### src/rtl/teq_pkg.sv
// Shared types and codes for the timestamp event queue.
package teq_pkg;

  localparam int TIME_W   = 32;
  localparam int TAG_W    = 16;
  localparam int STATUS_W = 3;

  typedef logic [STATUS_W-1:0] status_t;

  localparam status_t ST_POPPED   = 3'd0;
  localparam status_t ST_EMPTY    = 3'd1;
  localparam status_t ST_CLEARED  = 3'd2;
  localparam status_t ST_INSERTED = 3'd3;
  localparam status_t ST_FULL     = 3'd4;

  localparam logic OP_SCHEDULE = 1'b0;
  localparam logic OP_REMOVE   = 1'b1;

  typedef struct packed {
    logic             opcode;
    logic [TIME_W-1:0] event_time;
    logic [TAG_W-1:0]  event_tag;
  } teq_in_t;

  typedef struct packed {
    status_t           status;
    logic [TIME_W-1:0] out_time;
    logic [TAG_W-1:0]  out_tag;
    logic [TIME_W-1:0] sim_time;
  } teq_out_t;

  typedef struct packed {
    logic [TIME_W-1:0] ev_time;
    logic [TAG_W-1:0]  ev_tag;
  } teq_entry_t;

endpackage

### src/rtl/teq_ram.sv
// Entry storage: one write port and one registered read port.
module teq_ram
  import teq_pkg::*;
#(
  parameter int QUEUE_DEPTH = 16
) (
  input  logic                           clk,
  input  logic                           wr_en,
  input  logic [$clog2(QUEUE_DEPTH)-1:0] wr_addr,
  input  teq_entry_t                     wr_data,
  input  logic                           rd_en,
  input  logic [$clog2(QUEUE_DEPTH)-1:0] rd_addr,
  output teq_entry_t                     rd_data
);

  teq_entry_t mem [QUEUE_DEPTH];

  always_ff @(posedge clk) begin
    if (wr_en) begin
      mem[wr_addr] <= wr_data;
    end
  end

  always_ff @(posedge clk) begin
    if (rd_en) begin
      rd_data <= mem[rd_addr];
    end
  end

endmodule

### src/rtl/teq_seq.sv
// Sequencer that keeps the circular sorted queue and walks it with one comparator.
module teq_seq
  import teq_pkg::*;
#(
  parameter int QUEUE_DEPTH = 16
) (
  input  logic                           clk,
  input  logic                           rst,
  input  logic                           in_valid,
  output logic                           in_ready,
  input  teq_in_t                        in_data,
  input  logic [TIME_W-1:0]              end_time,
  output logic                           res_valid,
  input  logic                           res_ready,
  output teq_out_t                       res_data,
  output logic                           wr_en,
  output logic [$clog2(QUEUE_DEPTH)-1:0] wr_addr,
  output teq_entry_t                     wr_data,
  output logic                           rd_en,
  output logic [$clog2(QUEUE_DEPTH)-1:0] rd_addr,
  input  teq_entry_t                     rd_data
);

  localparam int PTR_W = $clog2(QUEUE_DEPTH);
  localparam int CNT_W = $clog2(QUEUE_DEPTH + 1);
  localparam int SUM_W = CNT_W + 1;
  localparam logic [PTR_W-1:0] LAST_IDX = PTR_W'(QUEUE_DEPTH - 1);

  typedef enum logic [4:0] {
    S_IDLE  = 5'b00001,
    S_SCAN  = 5'b00010,
    S_PLACE = 5'b00100,
    S_POP   = 5'b01000,
    S_DONE  = 5'b10000
  } state_t;

  state_t            state, state_next;
  logic [PTR_W-1:0]  head, head_next;
  logic [CNT_W-1:0]  count, count_next;
  logic [TIME_W-1:0] now_time, now_time_next;
  logic [PTR_W-1:0]  idx, idx_next;
  logic [CNT_W-1:0]  remaining, remaining_next;
  logic [TIME_W-1:0] new_time, new_time_next;
  logic [TAG_W-1:0]  new_tag, new_tag_next;
  teq_out_t          result, result_next;

  logic [PTR_W-1:0]  idx_inc, idx_dec, head_inc, last;
  logic [SUM_W-1:0]  last_sum;
  logic [TIME_W-1:0] cmp_a, cmp_b;
  logic              ge;

  assign idx_inc  = (idx == LAST_IDX) ? '0 : idx + PTR_W'(1);
  assign idx_dec  = (idx == '0) ? LAST_IDX : idx - PTR_W'(1);
  assign head_inc = (head == LAST_IDX) ? '0 : head + PTR_W'(1);
  assign last_sum = SUM_W'(head) + SUM_W'(count) - SUM_W'(1);
  assign last     = (last_sum >= SUM_W'(QUEUE_DEPTH)) ?
                    PTR_W'(last_sum - SUM_W'(QUEUE_DEPTH)) : PTR_W'(last_sum);

  // The one comparator serves the insert walk and the end-time check of a pop.
  assign cmp_a = (state == S_POP) ? end_time : rd_data.ev_time;
  assign cmp_b = (state == S_POP) ? rd_data.ev_time : new_time;
  assign ge    = (cmp_a >= cmp_b);

  assign in_ready  = (state == S_IDLE);
  assign res_valid = (state == S_DONE);
  assign res_data  = result;

  always_comb begin
    state_next     = state;
    head_next      = head;
    count_next     = count;
    now_time_next  = now_time;
    idx_next       = idx;
    remaining_next = remaining;
    new_time_next  = new_time;
    new_tag_next   = new_tag;
    result_next    = result;
    wr_en          = 1'b0;
    wr_addr        = idx_inc;
    wr_data        = '{ev_time: new_time, ev_tag: new_tag};
    rd_en          = 1'b0;
    rd_addr        = idx_dec;

    case (state)
      S_IDLE: begin
        if (in_valid) begin
          new_time_next        = in_data.event_time;
          new_tag_next         = in_data.event_tag;
          result_next.out_time = '0;
          result_next.out_tag  = '0;
          result_next.sim_time = now_time;
          if (in_data.opcode == OP_SCHEDULE) begin
            if (count == CNT_W'(QUEUE_DEPTH)) begin
              result_next.status = ST_FULL;
              state_next         = S_DONE;
            end else if (count == '0) begin
              wr_en              = 1'b1;
              wr_addr            = head;
              wr_data            = '{ev_time: in_data.event_time, ev_tag: in_data.event_tag};
              count_next         = count + CNT_W'(1);
              result_next.status = ST_INSERTED;
              state_next         = S_DONE;
            end else begin
              rd_en          = 1'b1;
              rd_addr        = last;
              idx_next       = last;
              remaining_next = count;
              state_next     = S_SCAN;
            end
          end else begin
            if (count == '0) begin
              result_next.status = ST_EMPTY;
              state_next         = S_DONE;
            end else begin
              rd_en      = 1'b1;
              rd_addr    = head;
              state_next = S_POP;
            end
          end
        end
      end
      S_SCAN: begin
        wr_en = 1'b1;
        if (ge) begin
          wr_data        = rd_data;
          idx_next       = idx_dec;
          remaining_next = remaining - CNT_W'(1);
          if (remaining == CNT_W'(1)) begin
            state_next = S_PLACE;
          end else begin
            rd_en = 1'b1;
          end
        end else begin
          count_next         = count + CNT_W'(1);
          result_next.status = ST_INSERTED;
          state_next         = S_DONE;
        end
      end
      S_PLACE: begin
        wr_en              = 1'b1;
        count_next         = count + CNT_W'(1);
        result_next.status = ST_INSERTED;
        state_next         = S_DONE;
      end
      S_POP: begin
        now_time_next        = rd_data.ev_time;
        result_next.sim_time = rd_data.ev_time;
        if (ge) begin
          head_next            = head_inc;
          count_next           = count - CNT_W'(1);
          result_next.status   = ST_POPPED;
          result_next.out_time = rd_data.ev_time;
          result_next.out_tag  = rd_data.ev_tag;
        end else begin
          count_next         = '0;
          result_next.status = ST_CLEARED;
        end
        state_next = S_DONE;
      end
      S_DONE: begin
        if (res_ready) begin
          state_next = S_IDLE;
        end
      end
      default: begin
        state_next = S_IDLE;
      end
    endcase
  end

  always_ff @(posedge clk) begin
    if (rst) begin
      state    <= S_IDLE;
      head     <= '0;
      count    <= '0;
      now_time <= '0;
    end else begin
      state    <= state_next;
      head     <= head_next;
      count    <= count_next;
      now_time <= now_time_next;
    end
  end

  always_ff @(posedge clk) begin
    idx       <= idx_next;
    remaining <= remaining_next;
    new_time  <= new_time_next;
    new_tag   <= new_tag_next;
    result    <= result_next;
  end

endmodule

### src/rtl/timestamp_event_queue_core.sv
// Top level of the timestamp-ordered future event queue.
// The input channel (in_valid, in_ready, in_data) takes one beat per command:
// schedule an event with a timestamp and tag, or remove the earliest event.
// Every input beat produces exactly one output beat (out_valid, out_ready,
// out_data) with a status, the popped timestamp and tag, and the simulation
// time. cfg_wr_en with cfg_wr_data sets the end time at any idle moment.
// Entries live in a circular buffer ordered by timestamp. A schedule walks
// backward from the newest end with a single comparator, moving one entry per
// cycle through the one RAM port. A remove reads the head; if its timestamp
// lies past the end time, the queue is cleared instead of popped.
// The block takes one command at a time; in_ready is high only while idle.
// A finished beat sits in the output register, so the next command is
// accepted while the receiver stalls; a second result waits inside until the
// output register drains. Reset is synchronous: it empties the queue, sets
// the simulation time to zero and the end time to all ones.
module timestamp_event_queue_core
  import teq_pkg::*;
#(
  parameter int QUEUE_DEPTH = 16
) (
  input  logic              clk,
  input  logic              rst,
  input  logic              in_valid,
  output logic              in_ready,
  input  teq_in_t           in_data,
  output logic              out_valid,
  input  logic              out_ready,
  output teq_out_t          out_data,
  input  logic              cfg_wr_en,
  input  logic [TIME_W-1:0] cfg_wr_data
);

  localparam int PTR_W = $clog2(QUEUE_DEPTH);

  logic [TIME_W-1:0] end_time;
  logic              res_valid, res_ready;
  teq_out_t          res_data;
  logic              wr_en, rd_en;
  logic [PTR_W-1:0]  wr_addr, rd_addr;
  teq_entry_t        wr_data, rd_data;

  always_ff @(posedge clk) begin
    if (rst) begin
      end_time <= '1;
    end else if (cfg_wr_en) begin
      end_time <= cfg_wr_data;
    end
  end

  assign res_ready = !out_valid || out_ready;

  always_ff @(posedge clk) begin
    if (rst) begin
      out_valid <= 1'b0;
    end else if (res_ready) begin
      out_valid <= res_valid;
    end
  end

  always_ff @(posedge clk) begin
    if (res_valid && res_ready) begin
      out_data <= res_data;
    end
  end

  teq_seq #(
    .QUEUE_DEPTH(QUEUE_DEPTH)
  ) u_seq (
    .clk      (clk),
    .rst      (rst),
    .in_valid (in_valid),
    .in_ready (in_ready),
    .in_data  (in_data),
    .end_time (end_time),
    .res_valid(res_valid),
    .res_ready(res_ready),
    .res_data (res_data),
    .wr_en    (wr_en),
    .wr_addr  (wr_addr),
    .wr_data  (wr_data),
    .rd_en    (rd_en),
    .rd_addr  (rd_addr),
    .rd_data  (rd_data)
  );

  teq_ram #(
    .QUEUE_DEPTH(QUEUE_DEPTH)
  ) u_ram (
    .clk    (clk),
    .wr_en  (wr_en),
    .wr_addr(wr_addr),
    .wr_data(wr_data),
    .rd_en  (rd_en),
    .rd_addr(rd_addr),
    .rd_data(rd_data)
  );

endmodule

### config.mk
export PLATFORM = sky130hd
export DESIGN_NAME = timestamp_event_queue_core
export DESIGN_NICKNAME = d
export VERILOG_FILES = /design/src/rtl/teq_pkg.sv /design/src/rtl/teq_ram.sv /design/src/rtl/teq_seq.sv /design/src/rtl/timestamp_event_queue_core.sv
export SDC_FILE = /design/constraint.sdc
export NUM_CORES = 1
export LEC_CHECK = 0
export ABC_AREA = 1
export BUFFER_PORTS_ARGS = -buffer_cell sky130_fd_sc_hd__buf_4
export CORE_MARGIN = 1
export CORE_UTILIZATION = 40
export DETAILED_ROUTE_END_ITERATION = 16
export PLACE_DENSITY = 0.65
export REMOVE_ABC_BUFFERS = 1
export SYNTH_ARGS = -nofsm -noshare
export SYNTH_HDL_FRONTEND = slang
export SYNTH_SLANG_ARGS = --single-unit
### constraint.sdc
create_clock -name clk -period 10.9 [get_ports clk]
set_input_delay 2.725 -clock clk [delete_from_list [all_inputs] [get_ports clk]]
set_output_delay 2.725 -clock clk [all_outputs]
set_load 0.02 [all_outputs]
## Word-level counts from Yosys, hierarchy flattened

Memories as Yosys holds them, arrays and structs flattened. A register that Yosys moved wholly into a read port is not among the register bits.
Index checks and enable logic that the tools add are counted.
Widths: inputs -> output; s select.

- Register bits: 302
- Bits in latches: 0
- Bits in writable memories: 768
- Memory bits (read-only): 0
- Input bits: 86
- Output and inout bits: 85
- Logic and storage cells: 144
- Memories kept: 1

- $add $sub $neg: 9
- Multipliers: 0
- Div/mod/pow operators: 0
- $lt $le $gt $ge: 2
- Equal/unequal tests: 21
- Shifts and indexed selects: 0
- Multiplexer cells: 75
- Bitwise gates (word level): 0
- Reduce and logical (&&, ||, !) cells: 18

Memory list:

| name | words | width | read ports | clocked after Yosys merged registers in | write ports | line | text |
|---|---|---|---|---|---|---|---|
| u_ram.mem | 16 | 48 | 1 | 1 | 1 | teq_ram.sv:16 | `teq_entry_t mem [QUEUE_DEPTH];` |

Operators by type and width:

| kind | number |
|---|---|
| $mux 48 | 6 |
| $pmux 80 s2 | 1 |
| $pmux 48 s2 | 1 |
| $mux 5 | 19 |
| $mux 83 | 1 |
| $mux 4 | 20 |
| $mux 32 | 2 |
| $pmux 5 s4 | 2 |
| $ge 32x32->1 | 1 |
| $mux 3 | 5 |
| $mux 1 | 12 |
| $pmux 3 s4 | 1 |
| $reduce_and 6->1 | 2 |
| $eq 5x1->1 const B | 2 |
| $eq 5x5->1 const B | 2 |
| $ne 2x2->1 const B | 5 |
| $pmux 5 s2 | 1 |
| $sub 5x1->5 const B | 2 |
| $add 4x1->4 const B | 2 |
| $eq 4x4->1 const B | 2 |
| $ne 2x1->1 const B | 4 |
| $pmux 4 s2 | 1 |
| $sub 4x1->4 const B | 2 |
| $add 4x5->6 | 1 |
| other kinds (22) | 28 |

## Logic depth before layout (Yosys ltp)

Gate-level depths: netlist of the first run.

- Depth after elaboration: 9
- Gate-level depth with buffers: 26
- Mapped depth without buffers: 24

## By module

From an unflattened synthesis of the first run, not the netlist that was laid out.

- Cell total of the unflattened synthesis: 4,614
- Area, all modules: 48,291.3 um^2

Modules (own cells, without submodules):

| module | times used | cells an instance | area each (um^2) | seq. area each (um^2) |
|---|---|---|---|---|
| teq_ram | 1 | 3,167 | 34,489.3 | 24,503.5 |
| teq_seq | 1 | 1,218 | 10,050.9 | 5,124.9 |
| timestamp_event_queue_core | 1 | 229 | 3,751.1 | 3,153.0 |

## Least setup slack after synthesis of the first run

OpenSTA, ideal clock, no wires.

- Path type: input port to flip-flop
- Start point: input port out_ready
- End point: register out_data[0] (netlist name), enable pin
- Setup time: 0.525 ns
- Arrival time: 6.222 ns
- Data required time: 10.375 ns
- Setup slack: 4.153 ns
- Stages on the path: 2
- Buffers on the path: 0
- Cells stage by stage: nor2_1 nor2_1

- Cells in the longest elaborated chain, start to end: 2

Ends and longest elaborated chain:

| what | line | text |
|---|---|---|
| from (decl) | timestamp_event_queue_core.sv:27 | `input logic out_ready,` |
| $logic_or 1x1->1 | timestamp_event_queue_core.sv:50 | `assign res_ready = !out_valid \|\| out_ready;` |
| $logic_and 1x1->1 | timestamp_event_queue_core.sv:61 | `if (res_valid && res_ready) begin` |
| to (signal assigned) | timestamp_event_queue_core.sv:62 | `out_data <= res_data;` |
| to (decl) | timestamp_event_queue_core.sv:28 | `output teq_out_t out_data,` |

Every way passes these cells.
A chain may end at the register's enable or synchronous reset.

==> impl_results.md, run 1 <==
* DRT antenna net count at 0
* CTS tree: yes
* Post_cts resized at 0
* Critical path class: reg2reg
* FILL cells at 10600
* Clk buf depth at 3
* DRC violations left at 0
* First-pass GRT wire length at a little over 200 mm
* Worst-path maximum fanout at 107
* Largest net degree at the start of global routing at between 150 and 200
* Final #Nets at 4523
* Yosys reg bits at approximately 1100
* Async SR Flop Fraction at 0%
* Area growth from synthesis to layout at 13.1%
* Worst R2R Setup Slack at slightly below 4000 ps
* # rows at between 100 and 150
* Width of the die at ~350 um
* Grt total ovfl at 0
* Cell total after placement at 5804
* First DRT Iteration DRCs at approximately 4500
* Final Critical Period at 7010 ps
* Min-delay worst type: reg2reg
* Crit end category: flop
* Max Slew Vio Count at 0
* Final non-filler cell total at about 6000
* Hpwl dp at slightly above 70 mm
* Initial antenna violation count at 1
* Detail-routed net length per standard cell at between 20 and 25 um
* Vias in the first global route at a little over 30000
* Tot GR Track Use at a little under a quarter
* WP data arrival at about 7400 ps
* Wirelength, routed at approximately 140 mm
* Crit path required time at approximately 11000 ps
* Cts bufs inserted at between 100 and 150
* Total of max-cap violations at 0
* Worst r2r path cells at 23
* Relative slew slack at 23.2%
* Layout cells sized above 1 at 9.88%
* Hold WS at 411 ps
* CTS Root Cell: clkbuf_16
* Hold path start: u_seq.res_data[59]
* Clock Sinks at 1118
* Setup-failing EPs final at 0
* Ranking of synthesized cells by instance count: nand2_1, edfxtp_1, nand3_1
* Mean Syn Cell Area at 11.0 um^2
* Status: complete, no violations
* Pre-Repair DR Iteration Count at 6
* Die Area at between 0.1 and 0.15 mm^2
* Startpoint Class: flop
* Clock Pin Slew Worst Setup and Hold Paths at 70 ps
* Worst hold stages at 0
* Cell variety after synth at 42
* Synth Flop Type: edfxtp_1
* Post-CTS Setup Bufs at 0
* Power per cell area at about 330 mW/mm^2
* Total power at 17.6 mW
* Clk Latency, worst-skew pair at 720 ps
* Synth warn at 0
* Post-synth EDFFs at a little over 1000
* Cells after Synth at between 4000 and 5000
* RePlAce Congestion at between 0.8 and 0.9
* Most area-hungry cell type in the Yosys netlist: edfxtp_1
* CTS H-Tree Depth at 3
* Leakage at a little over 20 nW
* RSZ-0062 raised after global routing: no
* Utilization after layout at a little under half
* Worst r2r dst: u_ram.mem[4][39]
* IO Port Bufs at 170
* Worst VDD drop at about 0.00039 V
* Setup TNS at 0 ps
* Worst-margin pin slew at between 1000 and 1500 ps
* Most common cell in the netlist: nand2_1
* Ports at around 170
* Core Area at 0.117 mm^2
* DR vias at ~33000
* Top cells by area, synth: edfxtp_1, nand2_1, nand3_1
* Area share of the largest cell type after synthesis at about two thirds
* Post-synthesis sequential area ratio at slightly below 70%
* Initial core utilization at slightly above 40%
* Vias per std cell at between 5 and 6
* Clk_skew at around 43 ps
* Die Ht at 346 um
* Hold EP: out_data[59]
* Reg2reg start: u_seq.state[0]
* Period utilization at between 60% and 70%
* Synth Cell Area at around 0.047 mm^2
* Top achievable clock speed at about 140 MHz
* Hold buffer count at CTS at 0
* Final Hold Fails at 0
## sequential cells by signal, indices dropped and copies added, names as in the netlist, 5 cells and up
name             count
end_time            32
u_seq.now_time      32
out_data            83
u_seq.res_data      83
u_seq.new_time      32
u_seq.count          5
u_seq.state          5
u_seq.new_tag       16
u_ram.mem          768
u_ram.rd_data       48
u_seq.remaining      5
## power by group
part	switching (mW)	total, mW	internal, mW
Combinational	5.49	7.24	1.76
Clock	1.66	3.78	2.12
Sequential	0.206	6.61	6.41
Total	7.35	17.6	10.3
## layer usage
metal | GRT usage (%) | share of wire, % | up-vias
met1 | 33.4 | 42 | 16000
met3 | 4.04 | 11 | 230
met4 | 6.24 | 2.7 | 0
met2 | 34.7 | 44 | 1882
met5 | 0 | 0 | -
li1 | - | - | 15000
## critical path: stages (launching register included)
cell and delay, ps:
dfxtp_1 360, nor2_1 210, nand2_1 120, nor3_4 160, buf_12 440, inv_4 290, buf_4 410, nor2_1 350
inv_1 190, o21ai_0 200, inv_1 80, ha_1 280, nand2_1 50, nor2_1 370, nand4_1 190, nand3_1 350
nand2_1 90, nand2_1 190, nand2_1 120, nand2_2 430, nand2_1 220, inv_2 890, nand2_1 100, nand4_1 560
## cells by family (layout without fill, tap and decap cells)
group	after synthesis	in the layout	share of synthesized area, %
and+or+nand+nor	2200	2200	19.6
AOI/OAI and AO/OA	371	371	4.61
adders and majority gates	45	45	1.21
buffers and inverters	567	739	5.00
xor gates and xnor gates	12	12	0.222
other	0	1	0
DFF	1118	1118	69.3
muxes	1	1	0.0212
## worst max path at each step
stage | start | endpoint | slack [ps] | cells after the start
6_report | u_seq.state[0] | u_ram.mem[4][39] | 3890 | 23
5_1_grt | u_seq.state[0] | u_ram.mem[4][39] | 3630 | 25
4_1_cts | u_seq.state[0] | u_ram.mem[4][39] | 4080 | 23
3_5_place_dp | in_valid | u_ram.rd_data[15] | 3540 | 12
3_3_place_gp | in_valid | u_ram.rd_data[7] | 3660 | 12
2_1_floorplan | in_valid | u_ram.rd_data[11] | 240 | 9
## placed cells by master (no fill, tap or decap), types with 5 or more instances in the layout
| cell | n |
|---|---|
| clkbuf_1 | 24 |
| inv_1 | 294 |
| clkinvlp_4 | 5 |
| nand2_2 | 6 |
| xor2_1 | 7 |
| clkinv_1 | 18 |
| nand4_1 | 32 |
| nor2_1 | 98 |
| clkbuf_16 | 113 |
| inv_2 | 9 |
| a21oi_1 | 99 |
| clkinv_2 | 25 |
| o21ai_0 | 142 |
| nor3_1 | 6 |
| edfxtp_1 | 1039 |
| nor2_4 | 22 |
| nand3b_1 | 5 |
| o21ai_1 | 5 |
| clkbuf_8 | 7 |
| bufinv_16 | 7 |
| xnor2_1 | 5 |
| dfxtp_1 | 79 |
| ha_1 | 44 |
| nand2_1 | 1371 |
| o211ai_1 | 117 |
| buf_4 | 222 |
| nand3_1 | 647 |
## final cells by class
| cell class | instances | area (um^2) | share of cell area (%) |
|---|---|---|---|
| flip-flops and latches | 1118 | 32800 | 61.3 |
| multi-input cells | 2629 | 12300 | 23.1 |
| clock buffers | 144 | 3010 | 5.63 |
| well taps | 1524 | 1910 | 3.56 |
| repair buffers | 225 | 1730 | 3.23 |
| inverters | 308 | 1170 | 2.19 |
| clock inverters | 62 | 562 | 1.05 |
| diodes | 1 | 2.50 | 0.00468 |
## stage by stage
step / setup WS, ps / cell area, um^2
floorplan: 244 / 46100
global placement: 3660 / 49900
detailed placement: 3540 / 49900
CTS: 4080 / 53500
global route: 3630 / 53500
finish: 3890 / 53500
No activity file was read; power rests on OpenSTA's default activity.
==> run 2, diff against run 1 <==
- clock period: 10.9 -> 6.76 ns (I/O delays scaled with it)
==> impl_results.md, run 2 (same netlist as run 1, synthesis figures left out) <==
* # rows at 125 (unchanged)
* Min-delay worst type: reg2reg
* Setup TNS at 0 ps (unchanged)
* RePlAce Congestion at 0.888 (+6.7%)
* Final #Nets at 4533 (+0.22%)
* Most frequent cells in the layout: nand2_1, edfxtp_1, nand3_1, inv_1, buf_4
* Max reg flops at 768 (unchanged)
* Leakage at 20.9 nW (+0.74%)
* WP data arrival at 6170 ps (-1230 ps)
* Total of max-cap violations at 0 (unchanged)
* Vias in the first global route at 30800 (+0.83%)
* Initial antenna violation count at 6 (+5)
* DP Area at 0.0501 mm^2 (+0.46%)
* Largest Register: u_ram.mem
* Worst-path maximum fanout at 56 (-48%)
* Hold buffer count at CTS at 0 (unchanged)
* Ports at 171 (unchanged)
* Worst-margin pin slew at 1130 ps (-18.3 ps)
* Layout cells sized above 1 at 10.2% (+0.28 points)
* Final Hold Fails at 0 (unchanged)
* Crit end category: flop
* Clk_skew at 31.6 ps (-11.7 ps)
* Final Critical Period at 5960 ps (-1050 ps)
* Startpoint Class: flop
* Pre-Repair DR Iteration Count at 6 (unchanged)
* Post-CTS Setup Bufs at 0 (unchanged)
* Initial core utilization at 40.5% (unchanged)
* Tot GR Track Use at 22.9% (+0.097 points)
* Core Area at 0.117 mm^2 (unchanged)
* Power per cell area at 534 mW/mm^2 (+62%)
* Cells along the critical path: nor2_1 > nand2_1 > nor3_4 > inv_4 > buf_4 > nor2_1 > inv_1 > o21ai_0 > inv_1 > ha_1 > a21oi_1 > nor2_1 > nor3b_1 > nand2_1 > nor2_1 > nand2_2 > nand2_1 > clkinv_1 > buf_4 > nand2_1 > nand4_1
* Most common cell after layout, fill and taps aside: nand2_1
* DR vias at 33300 (+0.34%)
* Status: complete, no violations
* Hpwl dp at 75.3 mm (+3.7%)
* Area growth from synthesis to layout at 14.0%
* CTS H-Tree Depth at 3 (unchanged)
* Detail-routed net length per standard cell at 23.1 um (-0.14%)
* DRT antenna net count at 0 (unchanged)
* Max Slew Vio Count at 0 (unchanged)
* CP peak stage delay at 620 ps (-270 ps)
* Clk Latency, worst-skew pair at 720 ps (about the same)
* CTS Root Cell: clkbuf_16
* Wirelength, routed at 139 mm (about the same)
* Crit path required time at 6970 ps (-4320 ps)
* Largest net degree at the start of global routing at 168 (-13%)
* First-pass GRT wire length at 204 mm (+0.94%)
* FILL cells at 10500 (-0.62%)
* Slowest cell on the critical path: nor3b_1
* RSZ-0062 raised after global routing: no
* Worst R2R Setup Slack at 800 ps (-3090 ps)
* Width of the die at 346 um (unchanged)
* Period utilization at 88.2% (+24 points)
* IO Port Bufs at 170 (unchanged)
* Worst VDD drop at 0.000628 V (+61%)
* Relative slew slack at 24.4% (+1.2 points)
* CTS tree: yes
* Clk buf depth at 3 (unchanged)
* Critical path class: reg2reg
* Top achievable clock speed at 168 MHz (+18%)
* Post-route cell area at 0.0539 mm^2 (+0.74%)
* Die Ht at 346 um (unchanged)
* Die Area at 0.120 mm^2 (unchanged)
* Grt total ovfl at 0 (unchanged)
* Clock Pin Slew Worst Setup and Hold Paths at 60 ps (about the same)
* Clock Sinks at 1118 (unchanged)
* Setup-failing EPs final at 0 (unchanged)
* First DRT Iteration DRCs at 4486 (+0.11%)
* DRC violations left at 0 (unchanged)
* Vias per std cell at 5.52 (+0.10%)
* Post_cts resized at 0 (unchanged)
* Cts bufs inserted at 113 (+2.7%)
* Total power at 28.8 mW (+63%)
## run 2: cell count changes in the layout (fill, tap and decap cells not counted), sizes merged
| cell | previous run | this run |
|---|---|---|
| buf | 225 | 232 |
| bufinv | 7 | 11 |
| clkbuf | 144 | 151 |
| clkinv | 48 | 44 |
| clkinvlp | 5 | 7 |
| inv | 310 | 308 |
## run 2: layer usage
layer	routed length, um	GRT usage, %
met1	57600	33.2
met2	61400	34.4
met3	15500	3.87
met4	4790	8.58
met5	14	0
## run 2: through the flow
step	utilization (%)	cells	worst slack (ps)	hold slack, ps
after global routing	46.2	6025	448	419
after global placement	43.0	5811	1190	401
final	46.2	6025	797	417
after floorplan	-	4055	-2860	400
after detailed placement	43.0	5811	1040	405
after CTS	46.2	6024	950	418
## run 2: layout make-up
class	instances	area [um^2]	area share [%]
sequential	1118	32800	60.8
multi-input combinational	2629	12300	22.9
clock buffer	151	3100	5.76
timing repair buffer	232	1950	3.63
tap	1524	1910	3.54
inverter	308	1170	2.17
clock inverter	62	641	1.19
antenna	1	2.50	0.00464
## run 2: worst max-delay path, delay by kind of cell (launching register included)
| family | cells | cell delay [ps] |
|---|---|---|
| AOI/OAI and AO/OA | 2 | 440 |
| DFF | 1 | 350 |
| adders and majority gates | 1 | 210 |
| and+or+nand+nor | 12 | 2620 |
| buffers and inverters | 6 | 1780 |
## run 2: worst paths after layout
path,depth (start not counted),end,from
worst max-delay path,21,u_ram.mem[2][47],u_seq.state[0]
worst min-delay path,0,out_data[44],u_seq.res_data[44]
worst max register to register,21,u_ram.mem[2][47],u_seq.state[0]
worst min register to register,0,out_data[44],u_seq.res_data[44]
## run 2: where the power goes
group | internal [mW] | switching [mW]
registers | 10.3 | 0.368
logic | 2.92 | 8.85
clock network | 3.64 | 2.67
total | 16.9 | 11.9
